File: src/rtl/core/stok_pkg.sv
// Shared constants for the stochastic oscillator %K block.
// Used by stochastic_oscillator_k; depends on nothing else.
`default_nettype none

package stok_pkg;

   // Width of the price port and of the lookback register.
   localparam int unsigned PRICE_PORT_BITS = 32;
   localparam int unsigned LOOKBACK_BITS   = 5;
   localparam logic [LOOKBACK_BITS-1:0] LOOKBACK_RESET = 5'd8;

   // %K carries 8 fraction bits, so full scale 100.0 is 25600.
   localparam int unsigned K_BITS = 15;
   localparam logic [K_BITS-1:0] K_SCALE = 15'd25600;

   // Counter for the one-bit-per-cycle divider.
   localparam int unsigned DIV_CNT_BITS = 4;

endpackage

`default_nettype wire

File: src/rtl/core/stochastic_oscillator_k.sv
// Stochastic oscillator %K over a ring of recent price samples.
// Depends on stok_pkg for port widths, the full-scale constant and the lookback reset.
//
//  channel  | ports                                          | direction
//  ---------+------------------------------------------------+----------
//  request  | req_valid, req_ready, req_price, req_end_of_series | in
//  response | rsp_valid, rsp_ready, rsp_k_percent,           | out
//           | rsp_flat_window, rsp_is_last                   |
//  csr      | csr_we, csr_wdata (lookback)                   | in
//
// With n = min(lookback, WINDOW_DEPTH-1) earlier samples, a word that yields a result
// holds the input through the accept cycle, a scan of those samples over the
// single-port window memory, a scaling step, the restoring divider and an output step
// that waits for a free output register. A flat window skips the divider.
// A word that yields no result is absorbed in its accept cycle.
// A finished result sits in the output register; the next word is taken while it waits.
// Reset is synchronous and empties the window; the memory itself is not cleared.
`default_nettype none

module stochastic_oscillator_k #(
   parameter int unsigned WINDOW_DEPTH = 32,
   parameter int unsigned PRICE_BITS   = 32
) (
   input  wire logic                                 clock,
   input  wire logic                                 reset,
   input  wire logic                                 req_valid,
   output logic                                      req_ready,
   input  wire logic [stok_pkg::PRICE_PORT_BITS-1:0] req_price,
   input  wire logic                                 req_end_of_series,
   output logic                                      rsp_valid,
   input  wire logic                                 rsp_ready,
   output logic [stok_pkg::K_BITS-1:0]               rsp_k_percent,
   output logic                                      rsp_flat_window,
   output logic                                      rsp_is_last,
   input  wire logic                                 csr_we,
   input  wire logic [stok_pkg::LOOKBACK_BITS-1:0]   csr_wdata
);

   import stok_pkg::*;

   localparam int unsigned PW   = (PRICE_BITS < PRICE_PORT_BITS) ? PRICE_BITS
                                                                 : PRICE_PORT_BITS;
   localparam int unsigned AW   = $clog2(WINDOW_DEPTH);
   localparam int unsigned FW   = $clog2(WINDOW_DEPTH + 1);
   localparam int unsigned CW   = (FW > LOOKBACK_BITS + 1) ? FW : LOOKBACK_BITS + 1;
   localparam int unsigned NUMW = PW + K_BITS;

   typedef enum logic [2:0] {
      ST_IDLE,
      ST_SCAN,
      ST_MUL,
      ST_DIV,
      ST_OUT
   } state_type;

   state_type                 state_ff, state_in;
   logic [LOOKBACK_BITS-1:0]  lookback_ff, lookback_in;
   logic [AW-1:0]             wslot_ff, wslot_in;
   logic [FW-1:0]             fill_ff, fill_in;
   logic [AW-1:0]             rd_addr_ff, rd_addr_in;
   logic [AW-1:0]             remain_ff, remain_in;
   logic                      issue_ff, issue_in;
   logic [PW-1:0]             price_ff, price_in;
   logic [PW-1:0]             lo_ff, lo_in;
   logic [PW-1:0]             hi_ff, hi_in;
   logic [PW-1:0]             diff_ff, diff_in;
   logic [PW-1:0]             den_ff, den_in;
   logic [PW-1:0]             rem_ff, rem_in;
   logic [K_BITS-1:0]         num_lo_ff, num_lo_in;
   logic [K_BITS-1:0]         quo_ff, quo_in;
   logic [DIV_CNT_BITS-1:0]   div_cnt_ff, div_cnt_in;
   logic                      flat_ff, flat_in;
   logic                      last_ff, last_in;
   logic                      rsp_valid_ff, rsp_valid_in;
   logic [K_BITS-1:0]         rsp_k_ff, rsp_k_in;
   logic                      rsp_flat_ff, rsp_flat_in;
   logic                      rsp_last_ff, rsp_last_in;

   logic [PW-1:0]             mem [WINDOW_DEPTH];
   logic [PW-1:0]             rd_data_ff;
   logic                      rd_en;
   logic                      accept;
   logic [PW-1:0]             price_cur;
   logic [CW-1:0]             need;
   logic [CW-1:0]             fill_next;
   logic [NUMW-1:0]           num;
   logic [PW:0]               trial;

   assign req_ready       = (state_ff == ST_IDLE);
   assign accept          = req_valid && req_ready;
   assign price_cur       = req_price[PW-1:0];
   assign rd_en           = (state_ff == ST_SCAN) && (remain_ff != '0);
   assign rsp_valid       = rsp_valid_ff;
   assign rsp_k_percent   = rsp_k_ff;
   assign rsp_flat_window = rsp_flat_ff;
   assign rsp_is_last     = rsp_last_ff;

   // 25600 = 2^14 + 2^13 + 2^10, so the scaling is three shifted adds.
   assign num = NUMW'({diff_ff, 14'b0}) + NUMW'({diff_ff, 13'b0})
              + NUMW'({diff_ff, 10'b0});

   assign trial = {rem_ff, num_lo_ff[K_BITS-1]};

   always_comb begin
      state_in     = state_ff;
      lookback_in  = csr_we ? csr_wdata : lookback_ff;
      wslot_in     = wslot_ff;
      fill_in      = fill_ff;
      rd_addr_in   = rd_addr_ff;
      remain_in    = remain_ff;
      issue_in     = 1'b0;
      price_in     = price_ff;
      lo_in        = lo_ff;
      hi_in        = hi_ff;
      diff_in      = diff_ff;
      den_in       = den_ff;
      rem_in       = rem_ff;
      num_lo_in    = num_lo_ff;
      quo_in       = quo_ff;
      div_cnt_in   = div_cnt_ff;
      flat_in      = flat_ff;
      last_in      = last_ff;
      rsp_valid_in = rsp_valid_ff && !rsp_ready;
      rsp_k_in     = rsp_k_ff;
      rsp_flat_in  = rsp_flat_ff;
      rsp_last_in  = rsp_last_ff;

      // The window holds the current sample plus lookback earlier ones, capped at the ring.
      if ((CW'(lookback_ff) + CW'(1)) > CW'(WINDOW_DEPTH)) begin
         need = CW'(WINDOW_DEPTH);
      end else begin
         need = CW'(lookback_ff) + CW'(1);
      end
      if (fill_ff < FW'(WINDOW_DEPTH)) begin
         fill_next = CW'(fill_ff) + CW'(1);
      end else begin
         fill_next = CW'(fill_ff);
      end

      unique case (state_ff)
         ST_IDLE: begin
            if (accept) begin
               fill_in  = FW'(fill_next);
               wslot_in = (wslot_ff == AW'(WINDOW_DEPTH - 1)) ? '0 : wslot_ff + AW'(1);
               if (req_end_of_series) begin
                  fill_in  = '0;
                  wslot_in = '0;
               end
               price_in   = price_cur;
               lo_in      = price_cur;
               hi_in      = price_cur;
               last_in    = req_end_of_series;
               rd_addr_in = (wslot_ff == '0) ? AW'(WINDOW_DEPTH - 1) : wslot_ff - AW'(1);
               remain_in  = AW'(need - CW'(1));
               if (fill_next >= need) begin
                  state_in = ST_SCAN;
               end
            end
         end
         ST_SCAN: begin
            if (rd_en) begin
               issue_in   = 1'b1;
               remain_in  = remain_ff - AW'(1);
               rd_addr_in = (rd_addr_ff == '0) ? AW'(WINDOW_DEPTH - 1)
                                               : rd_addr_ff - AW'(1);
            end
            if (issue_ff) begin
               if (rd_data_ff < lo_ff) lo_in = rd_data_ff;
               if (rd_data_ff > hi_ff) hi_in = rd_data_ff;
            end
            if (!rd_en && !issue_ff) begin
               diff_in  = price_ff - lo_ff;
               den_in   = hi_ff - lo_ff;
               state_in = ST_MUL;
            end
         end
         ST_MUL: begin
            if (den_ff == '0) begin
               flat_in  = 1'b1;
               quo_in   = '0;
               state_in = ST_OUT;
            end else begin
               flat_in    = 1'b0;
               rem_in     = num[NUMW-1:K_BITS];
               num_lo_in  = num[K_BITS-1:0];
               quo_in     = '0;
               div_cnt_in = DIV_CNT_BITS'(K_BITS - 1);
               state_in   = ST_DIV;
            end
         end
         ST_DIV: begin
            // Restoring division, one quotient bit per cycle; the remainder stays below den.
            if (trial >= {1'b0, den_ff}) begin
               rem_in = PW'(trial - {1'b0, den_ff});
               quo_in = {quo_ff[K_BITS-2:0], 1'b1};
            end else begin
               rem_in = trial[PW-1:0];
               quo_in = {quo_ff[K_BITS-2:0], 1'b0};
            end
            num_lo_in  = {num_lo_ff[K_BITS-2:0], 1'b0};
            div_cnt_in = div_cnt_ff - DIV_CNT_BITS'(1);
            if (div_cnt_ff == '0) begin
               state_in = ST_OUT;
            end
         end
         ST_OUT: begin
            if (!rsp_valid_ff || rsp_ready) begin
               rsp_valid_in = 1'b1;
               rsp_k_in     = (quo_ff > K_SCALE) ? K_SCALE : quo_ff;
               rsp_flat_in  = flat_ff;
               rsp_last_in  = last_ff;
               state_in     = ST_IDLE;
            end
         end
         default: begin
            state_in = ST_IDLE;
         end
      endcase
   end

   always_ff @(posedge clock) begin
      if (reset) begin
         state_ff     <= ST_IDLE;
         lookback_ff  <= LOOKBACK_RESET;
         wslot_ff     <= '0;
         fill_ff      <= '0;
         issue_ff     <= 1'b0;
         rsp_valid_ff <= 1'b0;
      end else begin
         state_ff     <= state_in;
         lookback_ff  <= lookback_in;
         wslot_ff     <= wslot_in;
         fill_ff      <= fill_in;
         issue_ff     <= issue_in;
         rsp_valid_ff <= rsp_valid_in;
      end
      rd_addr_ff  <= rd_addr_in;
      remain_ff   <= remain_in;
      price_ff    <= price_in;
      lo_ff       <= lo_in;
      hi_ff       <= hi_in;
      diff_ff     <= diff_in;
      den_ff      <= den_in;
      rem_ff      <= rem_in;
      num_lo_ff   <= num_lo_in;
      quo_ff      <= quo_in;
      div_cnt_ff  <= div_cnt_in;
      flat_ff     <= flat_in;
      last_ff     <= last_in;
      rsp_k_ff    <= rsp_k_in;
      rsp_flat_ff <= rsp_flat_in;
      rsp_last_ff <= rsp_last_in;
   end

   // Window memory: written on accept, read one earlier sample per scan cycle while samples remain.
   always_ff @(posedge clock) begin
      if (accept) begin
         mem[wslot_ff] <= price_cur;
      end
      if (rd_en) begin
         rd_data_ff <= mem[rd_addr_ff];
      end
   end

   a_rsp_from_out: assert property (@(posedge clock) disable iff (reset)
      $rose(rsp_valid_ff) |-> $past(state_ff == ST_OUT))
      else $error("response raised outside the output state");

   a_k_range: assert property (@(posedge clock) disable iff (reset)
      rsp_valid_ff |-> (rsp_k_ff <= K_SCALE))
      else $error("k_percent above full scale");

   a_flat_zero: assert property (@(posedge clock) disable iff (reset)
      (rsp_valid_ff && rsp_flat_ff) |-> (rsp_k_ff == '0))
      else $error("flat window with nonzero k_percent");

   a_fill_bound: assert property (@(posedge clock) disable iff (reset)
      fill_ff <= FW'(WINDOW_DEPTH))
      else $error("fill count beyond window depth");

endmodule

`default_nettype wire
File: config.mk
export PLATFORM = sky130hd
export DESIGN_NAME = stochastic_oscillator_k
export DESIGN_NICKNAME = d
export VERILOG_FILES = /design/src/rtl/core/stok_pkg.sv /design/src/rtl/core/stochastic_oscillator_k.sv
export SDC_FILE = /design/constraint.sdc
export NUM_CORES = 2
export LEC_CHECK = 0
export BUFFER_PORTS_ARGS = -buffer_cell sky130_fd_sc_hd__buf_2
export CORE_MARGIN = 2
export CORE_UTILIZATION = 40
export DETAILED_ROUTE_END_ITERATION = 10
export PLACE_DENSITY = 0.58
export SETUP_SLACK_MARGIN = 0.2
export SYNTH_ARGS = -nofsm -noshare
export SYNTH_HDL_FRONTEND = slang
export SYNTH_SLANG_ARGS = --single-unit
File: constraint.sdc
create_clock -name clock -period 10.68 [get_ports clock]
set_clock_uncertainty 0.1 [all_clocks]
set_input_delay 1.602 -clock clock [delete_from_list [all_inputs] [get_ports clock]]
set_output_delay 1.602 -clock clock [all_outputs]
set_load 0.01 [all_outputs]
== Yosys cells after proc, flatten, opt, wreduce, memory -nomap -nowiden ==
Memory sizes are Yosys's and may differ from the RTL's. A register that Yosys moved wholly into a read port is not among the register bits.
Cells that the tools add are included.
Widths: inputs -> output; s select.
Cells by class
  order comparisons: 7
  muxes and demuxes: 42
  reductions and logical operators: 26
  add/subtract/negate cells: 13
  equality and inequality tests: 15
  bitwise logic cells: 1
Operator list (count)
  $mux 32: 7
  $pmux 32 s2: 3
  $sub 32x32->32: 3
  $pmux 15 s2: 2
  $add 46x45->47: 1
  $add 47x42->47: 1
  $mux 5: 8
  $ge 33x32->1: 1
  $gt 32x32->1: 1
  $logic_not 32->1: 1
  $lt 32x32->1: 1
  $pmux 5 s2: 2
  $sub 5x1->5 const B: 4
  $mux 3: 6
  $mux 6: 3
  $gt 15x15->1 const B: 1
  $mux 15: 1
  $pmux 3 s5: 1
  $logic_not 5->1: 2
  $ne 2x1->1 const B: 5
  $ne 2x2->1 const B: 5
  $pmux 4 s2: 1
  $reduce_and 2->1: 4
  $reduce_and 4->1: 2
  other kinds (24): 38
Word-level totals
  register bits after elaboration: 276
  output and inout bits: 19
  bits of input ports: 43
  bits in writable memories: 1024
  memories: 1
Memories
  mem: depth 32, width 32, rd ports 1, clocked after Yosys merged registers in 1, write ports 1, RTL line stochastic_oscillator_k.sv:79  | logic [PW-1:0] mem [WINDOW_DEPTH];

== Longest topological paths before layout ==
  depth after elaboration: 7
  gate-level depth with buffers: 13
  mapped depth without buffers: 13

== Worst setup path before layout ==
Ideal clock, no wire load.
  path type: flip-flop to flip-flop
  start: reg state_ff[0]
  end: reg den_ff[0], enable pin
  setup time: 0.565 ns
  path buffers: 1
  setup slack: 4.511 ns
  stages on the path, launching flop included: 4
  data required time: 10.015 ns
  data arrival time: 5.504 ns
  period minus slack after synthesis: 6.169 ns
  cell sequence: dfxtp_1 or3b_2 clkbuf_1 nor3_1
On the way
  cells in the longest elaborated chain, start to end: 5
Ends and longest elaborated chain
  start, declared: RTL line stochastic_oscillator_k.sv:56  | state_type state_ff, state_in;
  start signal, assigned: RTL line stochastic_oscillator_k.sv:230  | state_ff <= state_in;
  $eq 3x1->1 *: RTL line stochastic_oscillator_k.sv:92, stochastic_oscillator_k.sv:140
  $logic_and 1x1->1: RTL line stochastic_oscillator_k.sv:92  | assign rd_en = (state_ff == ST_SCAN) && (remain_ff != '0);
  $logic_not 1->1: RTL line stochastic_oscillator_k.sv:171  | if (!rd_en && !issue_ff) begin
  $logic_and 1x1->1: RTL line stochastic_oscillator_k.sv:171
  $reduce_and 2->1 (no line) *
  end signal, assigned: RTL line stochastic_oscillator_k.sv:243  | den_ff <= den_in;
  end, declared: RTL line stochastic_oscillator_k.sv:67  | logic [PW-1:0] den_ff, den_in;
Every way passes the cells marked *; elsewhere a longest branch is shown, timed or not.
A chain may end at the register's enable or synchronous reset.

== Worst setup path in the final report ==
  start: reg state_ff[0]
  end: mem mem[15][1] (netlist bit), enable pin
On the way
  cells in the longest elaborated chain, start to end: 4
Ends and longest elaborated chain
  $logic_not 3->1: RTL line stochastic_oscillator_k.sv:89  | assign req_ready = (state_ff == ST_IDLE);
  $logic_and 1x1->1: RTL line stochastic_oscillator_k.sv:90  | assign accept = req_valid && req_ready;
  $mux 1: RTL line stochastic_oscillator_k.sv:257  | if (accept) begin
  $mux 1 (implied by the code): RTL line stochastic_oscillator_k.sv:258  | mem[wslot_ff] <= price_cur;
  end, declared: RTL line stochastic_oscillator_k.sv:79
No other way between the ends.

==> reports/qor.tcl <==
set qor(worst_hold_startpoint) {flat_ff}
set qor(synth_nets) 3774
set qor(worstSetupPathType) {flip-flop to flip-flop}
set qor(totalNegativeSetupSlack_ns) 0
set qor(floorplan.initialDensity_pct) 40.4
set qor(cp_slowest_cell) {sky130_fd_sc_hd__nor2_4}
set qor(dp_hpwl_um) 83500
set qor(cts.sinks) 1322
set qor(grt_setup_unrepaired) {no}
set qor(drc_errors) 0
set qor(synth_largest_area_cell) {sky130_fd_sc_hd__edfxtp_1}
set qor(synth_largest_type_area_fraction_pct) 66.4
set qor(worst_setup_hold_path_clk_slew_ns) 0.06
set qor(cts_max_path_buffers) 3
set qor(cts-htree-levels) 4
set qor(ioPinCount) 62
set qor(final_cell_mix) {sky130_fd_sc_hd__edfxtp_1, sky130_fd_sc_hd__mux4_2, sky130_fd_sc_hd__nand2_1}
set qor(hold_class) {flip-flop to flip-flop}
set qor(grt_start_max_net_pins) 134
set qor(die_area_mm2) 0.150
set qor(timing.critical_path.mode_cell) {sky130_fd_sc_hd__nand2_1}
set qor(synth-seq-area-share_pct) 67.1
set qor(wl_per_cell_um) 22.8
set qor(synth.distinct_cells) 78
set qor(ys_ff_latch) 1322
set qor(mostFrequentLayoutCell) {sky130_fd_sc_hd__edfxtp_1}
set qor(power_leakage_nw) 22.9
set qor(num_rows) 140
set qor(cap_viol_max_count) 0
set qor(clock_latency_on_the_worst_skew_pair_ns) 0.75
set qor(critPathLaunchType) {flip-flop}
set qor(timing.critical_path.to_type) {flip-flop}
set qor(timing.critical_path.arrival_ns) 4.85
set qor(global_route.overflow_total) 0
set qor(setup_viol) 0
set qor(worst_ep_required_ns) 10.95
set qor(floorplan.die.height_um) 387
set qor(power-per-cell-area_mw_per_mm2) 184
set qor(drive_gt1_share_pct) 18.4
set qor(cp_cell_sequence) {nor3_1 > nand2_1 > inv_2 > buf_4 > nand2_1 > nor2_4}
set qor(grt_usage_pct) 17.1
set qor(area.growth.synth_to_final_pct) 12.3
set qor(fin_cells) 5620
set qor(cts_hold_repair.buffers) 0
set qor(post_cts_resize_count) 0
set qor(final.hold.worst_slack_ns) 0.351
set qor(synth_area_per_cell_um2) 16.9
set qor(final-hold-violation-count) 0
set qor(setup.worst_path.start) {state_ff[0]}
set qor(worst_hold_path.endpoint) {rsp_flat_window}
set qor(final.min_clock_period_ns) 4.58
set qor(worstHoldPathCells) 0
set qor(initial_antenna_violation_count) 1
set qor(route.vias.total) 30500
set qor(synthesis.yosys.warnings) 0
set qor(ir_worst_vdd_mv) 0.148
set qor(cts_tree) {built}
set qor(totalWireLength_um) 128000
set qor(cts_root_buf) {sky130_fd_sc_hd__clkbuf_16}
set qor(dp_worst_setup_slack_ns) 5.39
set qor(timing_worst_slew_pin_value_ns) 1.17
set qor(synth_flop_cell) {sky130_fd_sc_hd__edfxtp_1}
set qor(count_of_input_and_output_buffers) 61
set qor(drt-pass1-iter-count) 7
set qor(worst_slew_margin_rel_pct) 21.9
set qor(placed_cells_incl_taps) 5376
set qor(ff2ff_path_depth) 6
set qor(status) {finished clean}
set qor(synth_enable_flop_cells) 1301
set qor(rrSetupSlack_ns) 6.10
set qor(drt-vias-per-instance) 5.43
set qor(worstPathMaxFanout) 32
set qor(grt_first_pass_wirelength_um) 195000
set qor(drtIter0Drc) 2492
set qor(post-cts-setup-buffers) 0
set qor(area_inside_the_core_boundary_mm2) 0.146
set qor(max_freq_mhz) 218
set qor(timing_max_transition_violations_final) 0
set qor(antenna_left) 0
set qor(final_nets) 3882
set qor(syn-cell-area_mm2) 0.0588
set qor(worst_r2r_startpoint) {state_ff[0]}
set qor(critical_path.reg2reg.endpoint) {mem[15][1]}
set qor(ys_async_sr_fraction_pct) 0
set qor(period_share_pct) 42.9
set qor(synth.top_cells.by_area) {sky130_fd_sc_hd__edfxtp_1, sky130_fd_sc_hd__mux4_2, sky130_fd_sc_hd__ha_1}
set qor(finalWorstSetupSlack_ns) 6.10
set qor(die_width_um) 387
set qor(synth_cells) 3490
set qor(routability_driven_placement_congestion_ratio) 0.839
set qor(cts_buffers) 137
set qor(insertedDiodeCount) 0
set qor(max_stage_delay_ns) 1.12
set qor(first_global_vias) 31300
==> worst max path at each step <==
stage | endpoint | slack (ns) | cells past startpoint
6_report | mem[15][1] | 6.10 | 6
3_5_place_dp | mem[15][4] | 5.39 | 6
3_3_place_gp | mem[15][6] | 5.47 | 6
2_1_floorplan | den_ff[0] | 4.51 | 3
4_1_cts | mem[15][7] | 6.04 | 6
5_1_grt | mem[15][5] | 5.74 | 6
==> where the power goes <==
part | switching, mW | internal, mW
registers | 0.0620 | 5.87
logic | 0.872 | 0.629
clock network | 1.98 | 2.75
==> worst max-delay path, delay by kind of cell, from the launching register on <==
kind                   cells  cell delay (ns)
and+or+nand+nor            4             2.65
buffers and inverters      2             0.85
DFF                        1             0.53
==> kinds of logic after synthesis <==
family | count (synthesis) | synth area share [%]
adder cells (fa/ha/maj) | 241 | 5.54
XOR/XNOR | 119 | 1.77
AO/OA/AOI/OAI | 502 | 5.69
buffers and inverters | 275 | 1.86
AND/OR/NAND/NOR | 688 | 5.36
multiplexers | 343 | 12.6
flip-flops | 1322 | 67.1
==> metal layers <==
metal	part of all wire (%)	wire, um	global-route usage, %	vias up
met5	0	0	0	-
met4	1.9	2380	4.46	0
met3	4.8	6170	2.56	160
met2	47	59600	27.0	696
met1	47	60000	25.0	15600
li1	-	-	-	14000
==> Yosys cell counts (7+ instances only) <==
| library cell | n |
|---|---|
| sky130_fd_sc_hd__o21a_1 | 36 |
| sky130_fd_sc_hd__nand4_1 | 34 |
| sky130_fd_sc_hd__nor2b_1 | 36 |
| sky130_fd_sc_hd__o21bai_1 | 16 |
| sky130_fd_sc_hd__a21oi_1 | 134 |
| sky130_fd_sc_hd__nor2_1 | 134 |
| sky130_fd_sc_hd__a211oi_1 | 10 |
| sky130_fd_sc_hd__nand2b_1 | 18 |
| sky130_fd_sc_hd__o211ai_1 | 19 |
| sky130_fd_sc_hd__nand3b_1 | 7 |
| sky130_fd_sc_hd__ha_1 | 209 |
| sky130_fd_sc_hd__o21ai_0 | 98 |
| sky130_fd_sc_hd__nand2_1 | 318 |
| sky130_fd_sc_hd__nor4_1 | 16 |
| sky130_fd_sc_hd__clkbuf_1 | 78 |
| sky130_fd_sc_hd__nor3_1 | 25 |
| sky130_fd_sc_hd__inv_1 | 145 |
| sky130_fd_sc_hd__dfxtp_1 | 21 |
| sky130_fd_sc_hd__xor2_1 | 42 |
| sky130_fd_sc_hd__mux4_2 | 320 |
| sky130_fd_sc_hd__a31oi_1 | 14 |
| sky130_fd_sc_hd__o31ai_1 | 8 |
| sky130_fd_sc_hd__a21o_1 | 79 |
| sky130_fd_sc_hd__and3_1 | 31 |
| sky130_fd_sc_hd__edfxtp_1 | 1301 |
| sky130_fd_sc_hd__buf_2 | 30 |
| sky130_fd_sc_hd__xnor2_1 | 77 |
| sky130_fd_sc_hd__or3_1 | 10 |
| sky130_fd_sc_hd__a31o_2 | 9 |
| sky130_fd_sc_hd__buf_1 | 18 |
| sky130_fd_sc_hd__and2_1 | 14 |
| sky130_fd_sc_hd__nand3_1 | 25 |
| sky130_fd_sc_hd__mux2i_1 | 21 |
| sky130_fd_sc_hd__fa_1 | 32 |
==> layout make-up <==
class | instances | area [um2]
tap | 1917 | 2400
timing repair buffer | 99 | 628
multi-input combinational | 1893 | 18500
inverter | 145 | 544
clock inverter | 73 | 828
fill | 12600 | 79700
sequential | 1322 | 39500
clock buffer | 171 | 3640
==> flip-flops by register name, indices dropped and copies added (netlist names), 3 cells and up <==
signal / flops
diff_ff: 32
lo_ff: 32
remain_ff: 5
den_ff: 32
rd_addr_ff: 5
div_cnt_ff: 4
rsp_k_percent: 15
state_ff: 3
rd_data_ff: 32
mem: 1024
quo_ff: 15
fill_ff: 6
lookback_ff: 5
hi_ff: 32
price_ff: 32
rem_ff: 32
wslot_ff: 5
num_lo_ff: 5
==> through the flow <==
stage,utilization [%],instance area [um2],power (mW)
floorplan,-,58800,7.08
global placement,42.3,61600,7.54
detailed placement,42.3,61600,7.55
CTS,45.3,66000,12.3
global route,45.3,66000,12.6
finish,45.3,66000,12.2
Note: power is estimated with default switching activity, not from simulation.
